<file path="config.mk">
export PLATFORM = sky130hd
export DESIGN_NAME = uds_diagnostic_server_unit
export DESIGN_NICKNAME = d
export VERILOG_FILES = /design/src/sv/uds_pkg.sv /design/src/sv/uds_front.sv /design/src/sv/uds_queue.sv /design/src/sv/uds_back.sv /design/src/sv/uds_diagnostic_server_unit.sv
export SDC_FILE = /design/constraint.sdc
export NUM_CORES = 1
export LEC_CHECK = 0
export BUFFER_PORTS_ARGS = -buffer_cell sky130_fd_sc_hd__buf_2
export CORE_MARGIN = 5
export CORE_UTILIZATION = 45
export DETAILED_ROUTE_END_ITERATION = 10
export PLACE_DENSITY = 0.65
export RECOVER_POWER = 100
export SKIP_CTS_REPAIR_TIMING = 1
export SLEW_MARGIN = 20
export SYNTH_ARGS = -nofsm -noshare
export SYNTH_HDL_FRONTEND = slang
export SYNTH_HIERARCHICAL = 1
export SYNTH_SLANG_ARGS = --single-unit
export TNS_END_PERCENT = 20
</file>
<file path="constraint.sdc">
create_clock -name aclk -period 6 [get_ports aclk]
set_clock_uncertainty 0.2 [all_clocks]
set_input_delay 0.3 -clock aclk [delete_from_list [all_inputs] [get_ports aclk]]
set_output_delay 0.3 -clock aclk [all_outputs]
set_load 0.05 [all_outputs]
</file>
<file path="src/sv/uds_pkg.sv">
// uds_pkg: shared types and constants of the diagnostic server
// no dependencies
package uds_pkg;

    localparam logic [7:0] SID_SESS_CTRL = 8'h10;
    localparam logic [7:0] SID_ECU_RST   = 8'h11;
    localparam logic [7:0] SID_DID     = 8'h22;
    localparam logic [7:0] SID_DTC     = 8'h19;
    localparam logic [7:0] SID_SEC     = 8'h27;
    localparam logic [7:0] SID_TPRESENT  = 8'h3E;
    localparam logic [7:0] POS_OFS     = 8'h40;
    localparam logic [7:0] NEG_SID     = 8'h7F;
    localparam logic [7:0] NRC_SUBFUNC = 8'h12;
    localparam logic [7:0] NRC_LENGTH  = 8'h13;
    localparam logic [7:0] NRC_COND    = 8'h22;
    localparam logic [7:0] NRC_RANGE   = 8'h31;
    localparam logic [15:0] KEY_XOR    = 16'h5555;

    localparam logic [2:0] REG_ECU     = 3'd0;
    localparam logic [2:0] REG_S3      = 3'd1;
    localparam logic [2:0] REG_ENG     = 3'd2;
    localparam logic [2:0] REG_VEH     = 3'd3;
    localparam logic [2:0] REG_COOL    = 3'd4;
    localparam logic [2:0] REG_THR     = 3'd5;
    localparam logic [2:0] REG_PED     = 3'd6;
    localparam logic [2:0] REG_INT     = 3'd7;

    localparam int DTC_N = 6;

    // response as a byte list, built by the front end
    typedef struct packed {
        logic [15:0][7:0] bytes;
        logic [4:0]       len;     // 1..16
        logic             empty;   // suppressed positive: one empty item
        logic             neg;
    } resp_t;

    function automatic logic [2:0] dtc_unit(input int i);
        case (i)
            3: dtc_unit = 3'd2;
            4: dtc_unit = 3'd4;
            5: dtc_unit = 3'd1;
            default: dtc_unit = 3'd0;
        endcase
    endfunction

    function automatic logic [23:0] dtc_code(input int i);
        case (i)
            0: dtc_code = 24'h000301;
            1: dtc_code = 24'h000420;
            2: dtc_code = 24'h000100;
            3: dtc_code = 24'h000035;
            4: dtc_code = 24'h001A00;
            default: dtc_code = 24'h000A7F;
        endcase
    endfunction

    function automatic logic [7:0] dtc_stat(input int i);
        case (i)
            1, 4: dtc_stat = 8'h04;
            2: dtc_stat = 8'h0B;
            default: dtc_stat = 8'h2B;
        endcase
    endfunction

endpackage

</file>
<file path="src/sv/uds_front.sv">
// uds_front: accepts requests, keeps session state, builds the response bytes
// depends on uds_pkg
module uds_front (
    input  logic             aclk,
    input  logic             aresetn,
    input  logic             in_valid,
    output logic             in_ready,
    input  logic [7:0]       opcode,
    input  logic [7:0]       sub_byte,
    input  logic [1:0]       data_count,
    input  logic [7:0]       data_first,
    input  logic [7:0]       data_second,
    input  logic             suppress,
    input  logic [31:0]      now_ms,
    input  logic [15:0]      fresh_seed,
    input  logic [2:0]       ecu_select,
    input  logic [15:0]      s3_timeout_ms,
    input  logic [15:0]      engine_speed_raw,
    input  logic [15:0]      vehicle_speed_raw,
    input  logic [7:0]       coolant_temp_raw,
    input  logic [7:0]       throttle_raw,
    input  logic [7:0]       pedal_raw,
    input  logic [7:0]       intake_temp_raw,
    output logic             q_valid,
    input  logic             q_ready,
    output uds_pkg::resp_t   q_data
);
    // stage 0: register request and timeout flag; stage 1: build response
    logic        req_vld_reg;
    logic [7:0]  sid_reg, sub_reg, d0_reg, d1_reg;
    logic [1:0]  cnt_reg;
    logic        spr_reg;
    logic [31:0] now_reg;
    logic [15:0] seedin_reg;
    logic        timeout_reg;
    logic        out_vld_reg;
    uds_pkg::resp_t out_reg;

    logic [1:0]  session_reg, session_next;
    logic        unlocked_reg, unlocked_next;
    logic        pend_reg, pend_next;
    logic [15:0] seed_reg, seed_next;
    logic [31:0] last_reg, last_next;

    logic [31:0] elapsed;
    assign elapsed = now_ms - last_reg;
    assign in_ready = !req_vld_reg && !out_vld_reg;
    assign q_valid = out_vld_reg;
    assign q_data = out_reg;

    uds_pkg::resp_t r;
    logic [1:0] sess;
    logic perm;
    logic [7:0] act;
    logic [15:0] did, val;
    logic two, hit;
    logic [7:0] mask;
    logic [4:0] n;
    logic [23:0] code;

    always_comb begin
        r = '0;
        r.len = 5'd3;
        session_next = session_reg;
        unlocked_next = unlocked_reg;
        pend_next = pend_reg;
        seed_next = seed_reg;
        last_next = last_reg;
        sess = session_reg;
        act = {1'b0, sub_reg[6:0]};
        did = {d0_reg, d1_reg};
        val = '0;
        two = 1'b0;
        hit = 1'b1;
        mask = (cnt_reg != 2'd0) ? d0_reg : 8'hFF;
        n = '0;
        code = '0;
        perm = 1'b0;
        r.bytes[0] = uds_pkg::NEG_SID;
        r.bytes[1] = sid_reg;
        r.neg = 1'b1;
        if (sid_reg == uds_pkg::SID_TPRESENT) begin
            last_next = now_reg;
            r.neg = 1'b0;
            r.len = 5'd1;
            r.bytes[0] = uds_pkg::SID_TPRESENT + uds_pkg::POS_OFS;
        end else begin
            if (timeout_reg) begin
                sess = 2'd0;
                session_next = 2'd0;
                unlocked_next = 1'b0;
            end
            case (sess)
                2'd1: perm = sid_reg == uds_pkg::SID_SESS_CTRL || sid_reg == uds_pkg::SID_DID
                          || sid_reg == uds_pkg::SID_DTC || sid_reg == uds_pkg::SID_ECU_RST
                          || sid_reg == uds_pkg::SID_SEC;
                2'd2: perm = sid_reg == uds_pkg::SID_SESS_CTRL
                          || sid_reg == uds_pkg::SID_ECU_RST
                          || sid_reg == uds_pkg::SID_SEC;
                default: perm = sid_reg == uds_pkg::SID_SESS_CTRL
                          || sid_reg == uds_pkg::SID_DID || sid_reg == uds_pkg::SID_DTC;
            endcase
            r.bytes[2] = uds_pkg::NRC_COND;
            if (perm) begin
                case (sid_reg)
                    uds_pkg::SID_SESS_CTRL: begin
                        if (sub_reg == 8'd1 || sub_reg == 8'd2 || sub_reg == 8'd3) begin
                            session_next = (sub_reg == 8'd1) ? 2'd0 :
                                           (sub_reg == 8'd2) ? 2'd2 : 2'd1;
                            last_next = now_reg;
                            r.neg = 1'b0;
                            r.empty = spr_reg;
                            r.len = spr_reg ? 5'd1 : 5'd2;
                            r.bytes[0] = spr_reg ? 8'h00 : sid_reg + uds_pkg::POS_OFS;
                            r.bytes[1] = sub_reg;
                        end else r.bytes[2] = uds_pkg::NRC_SUBFUNC;
                    end
                    uds_pkg::SID_ECU_RST: begin
                        if (sub_reg == 8'd1) begin
                            r.neg = 1'b0;
                            r.empty = spr_reg;
                            r.len = spr_reg ? 5'd1 : 5'd2;
                            r.bytes[0] = spr_reg ? 8'h00 : sid_reg + uds_pkg::POS_OFS;
                            r.bytes[1] = 8'd1;
                        end else r.bytes[2] = uds_pkg::NRC_SUBFUNC;
                    end
                    uds_pkg::SID_DID: begin
                        case (did)
                            16'h000C: begin val = engine_speed_raw; two = 1'b1; end
                            16'h000D: begin val = vehicle_speed_raw; two = 1'b1; end
                            16'h0005: val = {8'h00, coolant_temp_raw};
                            16'h0011: val = {8'h00, throttle_raw};
                            16'h004C: val = {8'h00, pedal_raw};
                            16'h000F: val = {8'h00, intake_temp_raw};
                            default: hit = 1'b0;
                        endcase
                        if (cnt_reg == 2'd0 || cnt_reg == 2'd1) r.bytes[2] = uds_pkg::NRC_LENGTH;
                        else if (ecu_select != 3'd0 || !hit) r.bytes[2] = uds_pkg::NRC_RANGE;
                        else begin
                            r.neg = 1'b0;
                            r.bytes[0] = sid_reg + uds_pkg::POS_OFS;
                            r.bytes[1] = d0_reg;
                            r.bytes[2] = d1_reg;
                            r.bytes[3] = two ? val[15:8] : val[7:0];
                            r.bytes[4] = val[7:0];
                            r.len = two ? 5'd5 : 5'd4;
                        end
                    end
                    uds_pkg::SID_DTC: begin
                        if (sub_reg == 8'h02) begin
                            r.neg = 1'b0;
                            r.bytes[0] = sid_reg + uds_pkg::POS_OFS;
                            r.bytes[1] = 8'h02;
                            r.bytes[2] = 8'h01;
                            r.bytes[3] = 8'hFF;
                            n = 5'd4;
                            for (int i = 0; i < uds_pkg::DTC_N; i++) begin
                                code = uds_pkg::dtc_code(i);
                                if (uds_pkg::dtc_unit(i) == ecu_select
                                    && (uds_pkg::dtc_stat(i) & mask) != 8'h00
                                    && n <= 5'd12) begin
                                    r.bytes[n[3:0]]        = code[23:16];
                                    r.bytes[n[3:0] + 4'd1] = code[15:8];
                                    r.bytes[n[3:0] + 4'd2] = code[7:0];
                                    r.bytes[n[3:0] + 4'd3] = uds_pkg::dtc_stat(i);
                                    n = n + 5'd4;
                                end
                            end
                            r.len = n;
                        end else if (sub_reg == 8'h0A) begin
                            for (int i = 0; i < uds_pkg::DTC_N; i++)
                                if (uds_pkg::dtc_unit(i) == ecu_select) n = n + 5'd1;
                            r.neg = 1'b0;
                            r.bytes[0] = sid_reg + uds_pkg::POS_OFS;
                            r.bytes[1] = 8'h0A;
                            r.bytes[2] = {3'd0, n};
                        end else r.bytes[2] = uds_pkg::NRC_SUBFUNC;
                    end
                    default: begin
                        if (act == 8'd1) begin
                            seed_next = seedin_reg;
                            pend_next = 1'b1;
                            r.neg = 1'b0;
                            r.empty = spr_reg;
                            r.len = spr_reg ? 5'd1 : 5'd4;
                            r.bytes[0] = spr_reg ? 8'h00 : sid_reg + uds_pkg::POS_OFS;
                            r.bytes[1] = 8'd1;
                            r.bytes[2] = seedin_reg[15:8];
                            r.bytes[3] = seedin_reg[7:0];
                        end else if (act == 8'd2) begin
                            if (!pend_reg) r.bytes[2] = uds_pkg::NRC_COND;
                            else if (cnt_reg == 2'd0 || cnt_reg == 2'd1)
                                r.bytes[2] = uds_pkg::NRC_LENGTH;
                            else if (did != (seed_reg ^ uds_pkg::KEY_XOR))
                                r.bytes[2] = uds_pkg::NRC_RANGE;
                            else begin
                                unlocked_next = 1'b1;
                                pend_next = 1'b0;
                                r.neg = 1'b0;
                                r.empty = spr_reg;
                                r.len = spr_reg ? 5'd1 : 5'd2;
                                r.bytes[0] = spr_reg ? 8'h00 : sid_reg + uds_pkg::POS_OFS;
                                r.bytes[1] = 8'd2;
                            end
                        end else r.bytes[2] = uds_pkg::NRC_SUBFUNC;
                    end
                endcase
            end
        end
    end

    always_ff @(posedge aclk) begin
        if (!aresetn) begin
            req_vld_reg <= 1'b0;
            out_vld_reg <= 1'b0;
            session_reg <= 2'd0;
            unlocked_reg <= 1'b0;
            pend_reg <= 1'b0;
            seed_reg <= '0;
            last_reg <= '0;
        end else begin
            if (in_valid && in_ready) begin
                req_vld_reg <= 1'b1;
                sid_reg <= opcode;
                sub_reg <= sub_byte;
                cnt_reg <= (data_count == 2'd3) ? 2'd2 : data_count;
                d0_reg <= data_first;
                d1_reg <= data_second;
                spr_reg <= suppress;
                now_reg <= now_ms;
                seedin_reg <= fresh_seed;
                // session mode three counts as default
                timeout_reg <= (session_reg == 2'd1 || session_reg == 2'd2)
                               && elapsed > {16'h0000, s3_timeout_ms};
            end
            if (req_vld_reg) begin
                req_vld_reg <= 1'b0;
                out_vld_reg <= 1'b1;
                out_reg <= r;
                session_reg <= session_next;
                unlocked_reg <= unlocked_next;
                pend_reg <= pend_next;
                seed_reg <= seed_next;
                last_reg <= last_next;
            end
            if (out_vld_reg && q_ready) out_vld_reg <= 1'b0;
        end
    end

    a_one_stage: assert property (@(posedge aclk) disable iff (!aresetn)
        !(req_vld_reg && out_vld_reg)) else $error("front stages both busy");
    a_len_ok: assert property (@(posedge aclk) disable iff (!aresetn)
        out_vld_reg |-> out_reg.len != 5'd0) else $error("empty response");
    a_hold: assert property (@(posedge aclk) disable iff (!aresetn)
        out_vld_reg && !q_ready |=> out_vld_reg) else $error("response lost");
endmodule

</file>
<file path="src/sv/uds_queue.sv">
// uds_queue: two-entry queue of built responses between front and back
// depends on uds_pkg
module uds_queue (
    input  logic           aclk,
    input  logic           aresetn,
    input  logic           wr_valid,
    output logic           wr_ready,
    input  uds_pkg::resp_t wr_data,
    output logic           rd_valid,
    input  logic           rd_ready,
    output uds_pkg::resp_t rd_data
);
    uds_pkg::resp_t mem_reg [2];
    logic wp_reg, rp_reg;
    logic [1:0] cnt_reg;
    logic wr, rd;
    assign wr_ready = cnt_reg != 2'd2;
    assign rd_valid = cnt_reg != 2'd0;
    assign rd_data = mem_reg[rp_reg];
    assign wr = wr_valid && wr_ready;
    assign rd = rd_valid && rd_ready;

    always_ff @(posedge aclk) begin
        if (wr) mem_reg[wp_reg] <= wr_data;
        if (!aresetn) begin
            wp_reg <= 1'b0;
            rp_reg <= 1'b0;
            cnt_reg <= 2'd0;
        end else begin
            if (wr) wp_reg <= !wp_reg;
            if (rd) rp_reg <= !rp_reg;
            cnt_reg <= cnt_reg + {1'b0, wr} - {1'b0, rd};
        end
    end

    a_no_over: assert property (@(posedge aclk) disable iff (!aresetn)
        cnt_reg != 2'd3) else $error("queue count overflow");
    a_ptrs: assert property (@(posedge aclk) disable iff (!aresetn)
        (cnt_reg == 2'd0 || cnt_reg == 2'd2) |-> wp_reg == rp_reg) else $error("pointer slip");
    a_cnt: assert property (@(posedge aclk) disable iff (!aresetn)
        wr && !rd |=> cnt_reg == $past(cnt_reg) + 2'd1) else $error("count not advanced");
endmodule

</file>
<file path="src/sv/uds_back.sv">
// uds_back: streams one queued response out a byte per item
// depends on uds_pkg
module uds_back (
    input  logic           aclk,
    input  logic           aresetn,
    input  logic           q_valid,
    output logic           q_ready,
    input  uds_pkg::resp_t q_data,
    output logic           m_tvalid,
    input  logic           m_tready,
    output logic [7:0]     m_tdata,
    output logic           m_tlast,
    output logic [1:0]     m_tuser
);
    logic [3:0] idx_reg;
    logic last;
    assign last = {1'b0, idx_reg} == q_data.len - 5'd1;
    assign m_tvalid = q_valid;
    assign m_tdata = q_data.bytes[idx_reg];
    assign m_tlast = last;
    assign m_tuser = {q_data.neg, !q_data.empty};
    assign q_ready = m_tready && last;

    always_ff @(posedge aclk) begin
        if (!aresetn) idx_reg <= '0;
        else if (q_valid && m_tready) idx_reg <= last ? 4'd0 : idx_reg + 4'd1;
    end

    a_idx: assert property (@(posedge aclk) disable iff (!aresetn)
        q_valid |-> {1'b0, idx_reg} < q_data.len) else $error("index past response");
    a_pop: assert property (@(posedge aclk) disable iff (!aresetn)
        q_ready |=> idx_reg == 4'd0) else $error("index not rewound");
    a_empty: assert property (@(posedge aclk) disable iff (!aresetn)
        q_valid && q_data.empty |-> last) else $error("empty item not last");
endmodule

</file>
<file path="src/sv/uds_diagnostic_server_unit.sv">
// uds_diagnostic_server_unit: top level of the diagnostic server
// depends on uds_pkg, uds_front, uds_queue, uds_back
//
// usage:
//  - s_ channel takes one request per item; m_ channel returns the response
//    as byte items, tlast on the final one, tuser = {negative, byte_valid}
//  - cfg channel writes the eight registers (index 0..7); the user must
//    write them only while idle, which the block does not enforce
//  - front: request registered, then the response is built from its fields
//    (session, timeout, permission, service) and pushed into a 2-deep queue
//  - the front takes a new request only once its last response is queued;
//    the back end sends one byte per cycle while m_tready is high
//  - stall on m_: the queue fills, then s_tready drops
//  - reset: registers at defaults, default session, locked, no seed
module uds_diagnostic_server_unit (
    input  logic        aclk,
    input  logic        aresetn,
    input  logic        s_tvalid,
    output logic        s_tready,
    // opcode[7:0], sub_function[15:8], data_count[17:16], data_first[25:18],
    // data_second[33:26], now_ms[65:34], fresh_seed[81:66], zeros[87:82]
    input  logic [87:0] s_tdata,
    input  logic        s_tuser,    // suppress
    output logic        m_tvalid,
    input  logic        m_tready,
    output logic [7:0]  m_tdata,    // resp_byte
    output logic        m_tlast,
    output logic [1:0]  m_tuser,    // byte_valid[0], negative[1]
    input  logic        cfg_valid,
    output logic        cfg_ready,
    input  logic [2:0]  cfg_index,
    input  logic [15:0] cfg_data
);
    logic [2:0]  ecu_reg;
    logic [15:0] s3_reg, eng_reg, veh_reg;
    logic [7:0]  cool_reg, thr_reg, ped_reg, int_reg;

    assign cfg_ready = 1'b1;

    // configuration registers
    always_ff @(posedge aclk) begin
        if (!aresetn) begin
            ecu_reg <= 3'd0;
            s3_reg <= 16'd5000;
            eng_reg <= 16'd800;
            veh_reg <= 16'd0;
            cool_reg <= 8'd130;
            thr_reg <= 8'd37;
            ped_reg <= 8'd50;
            int_reg <= 8'd75;
        end else if (cfg_valid) begin
            case (cfg_index)
                uds_pkg::REG_ECU:  ecu_reg <= cfg_data[2:0];
                uds_pkg::REG_S3:   s3_reg <= cfg_data;
                uds_pkg::REG_ENG:  eng_reg <= cfg_data;
                uds_pkg::REG_VEH:  veh_reg <= cfg_data;
                uds_pkg::REG_COOL: cool_reg <= cfg_data[7:0];
                uds_pkg::REG_THR:  thr_reg <= cfg_data[7:0];
                uds_pkg::REG_PED:  ped_reg <= cfg_data[7:0];
                uds_pkg::REG_INT:  int_reg <= cfg_data[7:0];
                default: ;
            endcase
        end
    end

    logic           fq_valid, fq_ready, bq_valid, bq_ready;
    uds_pkg::resp_t fq_data, bq_data;

    // front: classify and build
    uds_front u_front (
        .aclk, .aresetn,
        .in_valid(s_tvalid), .in_ready(s_tready),
        .opcode(s_tdata[7:0]), .sub_byte(s_tdata[15:8]),
        .data_count(s_tdata[17:16]), .data_first(s_tdata[25:18]),
        .data_second(s_tdata[33:26]), .suppress(s_tuser),
        .now_ms(s_tdata[65:34]), .fresh_seed(s_tdata[81:66]),
        .ecu_select(ecu_reg), .s3_timeout_ms(s3_reg),
        .engine_speed_raw(eng_reg), .vehicle_speed_raw(veh_reg),
        .coolant_temp_raw(cool_reg), .throttle_raw(thr_reg),
        .pedal_raw(ped_reg), .intake_temp_raw(int_reg),
        .q_valid(fq_valid), .q_ready(fq_ready), .q_data(fq_data)
    );

    // queue between front and back
    uds_queue u_queue (
        .aclk, .aresetn,
        .wr_valid(fq_valid), .wr_ready(fq_ready), .wr_data(fq_data),
        .rd_valid(bq_valid), .rd_ready(bq_ready), .rd_data(bq_data)
    );

    // back: serialize bytes
    uds_back u_back (
        .aclk, .aresetn,
        .q_valid(bq_valid), .q_ready(bq_ready), .q_data(bq_data),
        .m_tvalid, .m_tready, .m_tdata, .m_tlast, .m_tuser
    );

    a_cfg_ecu: assert property (@(posedge aclk) disable iff (!aresetn)
        cfg_valid && cfg_index == uds_pkg::REG_ECU |=> ecu_reg == $past(cfg_data[2:0]))
        else $error("ecu select not written");
    a_last_valid: assert property (@(posedge aclk) disable iff (!aresetn)
        m_tvalid && !m_tuser[0] |-> m_tlast && !m_tuser[1]) else $error("bad empty item");
    a_neg_byte: assert property (@(posedge aclk) disable iff (!aresetn)
        m_tvalid && m_tuser[1] |-> m_tuser[0]) else $error("negative without byte");
endmodule
</file>
==> out/results.ini <==
[run_status]
status = complete, but fails checks
violations = max-capacitance violations, max-slew violations

[sta]
worst_pin_slew_ns = 2.67
finalCriticalPeriod_ns = 5.42
tns_ns = 0
relSlewSlack_pct = -77.8
slew_violations = 409
final-hold-violation-count = 0
rsz0062_at_grt = no
fmax_mhz = 184
fin_crit_sh_pct = 90.4
setup_violations = 0

[detailed_routing]
wl_per_cell_um = 19.8
drt-total-wl_um = 62000
ant_nets = 0
dr.pass1.iters = 6
viasPerCell = 5.45
route.detailed.drc = 0
route.met3.wl_um = 2920
top_layer = met5
vias = 17000
drt-initial-drc-count = 1349
wl_met1_um = 26100
wl_met2_um = 30500

[worst_setup_path]
endpoint = m_tdata[5]
worstSetupStartpointType = flip-flop
rr_worst_depth = 15
crit_required_ns = 5.50
cp_max_fo = 95
r2r_slack_ns = 0.92
crit_type = flip-flop to output port
worstPathArrival_ns = 4.92
reg2reg_from = u_front/d0_reg[0]$_DFFE_PP_
critPathCaptureType = output port
reg2reg_to = u_front/q_data[7]$_SDFFCE_PP0P_

[floorplan]
ios = 127
fp.dieArea_um2 = 65500
coreArea_um2 = 60100
die_h_um = 256
num_rows = 90
initial_core_util_pct = 45.3
die_w_um = 256

[synthesis]
synth_mux_area_share_pct = 13.5
ys_top_cells_by_area = edfxtp_1 (47%), dfxtp_1 (11%), mux2_2 (3.6%)
synth_edf_count = 427
synth_flop_cell = edfxtp_1
synth_compound_gate_area_share_pct = 8.36
syn_area_per_cell_um2 = 12.9
synthSimpleGateAreaFrac_pct = 10.3
async_flop_share_pct = 0
synth_cell_types = 101
synthCells = 2116
yosysSeqAreaShare_pct = 57.8
synth_xor_area_share_pct = 1.56
ys_ff_latch = 572
synth_top_area_share_pct = 47.1
synthAdderAreaFrac_pct = 3.46
netlist_top_cells_count = edfxtp_1 (427), nand2_1 (261), dfxtp_1 (145)
synth_top_family_by_area = multiplexers
ys.warnings.count = 6
synthesis.area_um2 = 27200
post-synth-top-area-cell = edfxtp_1
yosysMostFrequentCell = edfxtp_1

[placed_design]
hpwlAfterDp_um = 42300
numPortBuffers = 119
dp_cells = 2905
placed_area_um2 = 28100
gp_congestion = 0.916

[grt]
gr-total-overflow = 0
antenna_found_initial = 1
grt_max_degree = 96
grt_pass1_vias = 16600
grt_usage_pct = 17.8
grt_pass1_wl_um = 93200

[hold_path]
min_path_type = input pin to flip-flop
hold_path_depth = 2

[layout]
fin_area_um2 = 30900
largest_reg_flops = 270
final_cell_count_no_fill = 3124
fin_nets = 2479
drive_gt1_share_pct = 14.3
areaGrowthSynthToFinish_pct = 13.7
final_core_util_pct = 51.5
n_fill_cell = 5170

[clock_tree]
cts_max_path_buffers = 3
cts-htree-levels = 2
clock-sinks = 572
clk_latency_ns = 0.63
clkSlewWorstSetupHoldPaths_ns = 0.06
cts_root_buf = clkbuf_16
cts_buffers = 59
cts_tree = done

[pwr]
finalPower_mw = 8.66
ir_drop_uv = 244
power_leakage_nw = 10.8
p_per_area_nw_per_um2 = 280

[run]
max-cap-violations = 9

==> cells in the final DEF (no fill, tap or decap), drive strengths merged, types with 8 or more instances in the layout <==
cell         Yosys  layout
xor2            20      20
conb             2      39
xnor2           26      26
nand2          261     261
nor2            78      78
nor3            21      21
and2            12      12
mux4            40      40
nor4             9       9
nand3           30      30
clkbuf          56     155
inv             82      83
dlygate4sd3      0     108
o21a             9       9
nand4           19      19
dfxtp          145     145
a21oi           77      77
mux2           138     138
a21boi          53      53
o211ai           8       8
a22oi            9       9
edfxtp         427     427
a21o            19      19
o21ai           46      46
buf            110      54
a31oi           14      14
nor2b           50      50
nand2b          15      15
and3            18      18
mux2i           97      97
a211oi          15      15
a221oi           9       9
and4             8       8
ha              72      72
clkinv           0      25
==> critical path, cell delays in order, from the launching register on <==
cell and delay (ns):
dfxtp_1 1.70, buf_12 0.57, mux2_2 0.42, mux4_1 0.60, mux4_2 0.55, clkbuf_1 0.33
==> layout make-up <==
| cell class | instances | area [um2] | share of cell area, % |
|---|---|---|---|
| diodes | 1 | 2.50 | 0.00809 |
| clock buffers | 73 | 1570 | 5.07 |
| clock inverters | 37 | 375 | 1.21 |
| inverters | 82 | 309 | 0.999 |
| multi-input cells | 1333 | 10300 | 33.2 |
| flip-flops and latches | 572 | 15700 | 50.8 |
| well taps | 782 | 978 | 3.16 |
| repair buffers | 244 | 1700 | 5.49 |
==> stage by stage <==
step	hold slack, ns	setup slack [ns]
after floorplan	0.199	1.57
after global placement	0.223	1.16
after detailed placement	0.231	1.05
after CTS	-0.406	1.08
after global routing	0.143	0.344
final	0.176	0.578
==> power breakdown <==
part | leakage (nW) | switching [mW] | internal (mW)
Clock | 0.944 | 1.52 | 2.12
Combinational | 4.84 | 0.344 | 0.252
Sequential | 5.03 | 0.0571 | 4.36
==> per-layer routing <==
layer	track usage [%]	vias to the layer above
li1	-	8080
met1	23.1	8305
met2	30.2	510
met3	3.02	138
met4	6.42	2
met5	0	-
==> cell families (layout without fill, tap and decap cells) <==
| logic type | count (synthesis) | count (layout) |
|---|---|---|
| other cells | 2 | 40 |
| buf+inv | 248 | 436 |
| mux | 275 | 275 |
| xor+xnor | 47 | 47 |
| fa+ha+maj | 74 | 74 |
| compound gates | 330 | 330 |
| simple gates | 568 | 568 |
| flops | 572 | 572 |
==> worst min path at each step <==
stage,startpoint,to,slack [ns]
floorplan,s_tdata[18],u_front/d0_reg[0]$_DFFE_PP_,0.20
global placement,u_front/q_data[65]$_SDFFCE_PP0P_,u_queue/mem_reg[0][65]$_DFFE_PP_,0.22
detailed placement,u_front/q_data[81]$_SDFFCE_PP0P_,u_queue/mem_reg[0][81]$_DFFE_PP_,0.23
CTS,s_tdata[13],u_front/sub_reg[5]$_DFFE_PP_,-0.41
global route,s_tdata[13],u_front/sub_reg[5]$_DFFE_PP_,0.14
finish,s_tdata[2],u_front/sid_reg[2]$_DFFE_PP_,0.18
Note: power is estimated with default switching activity, not from simulation.
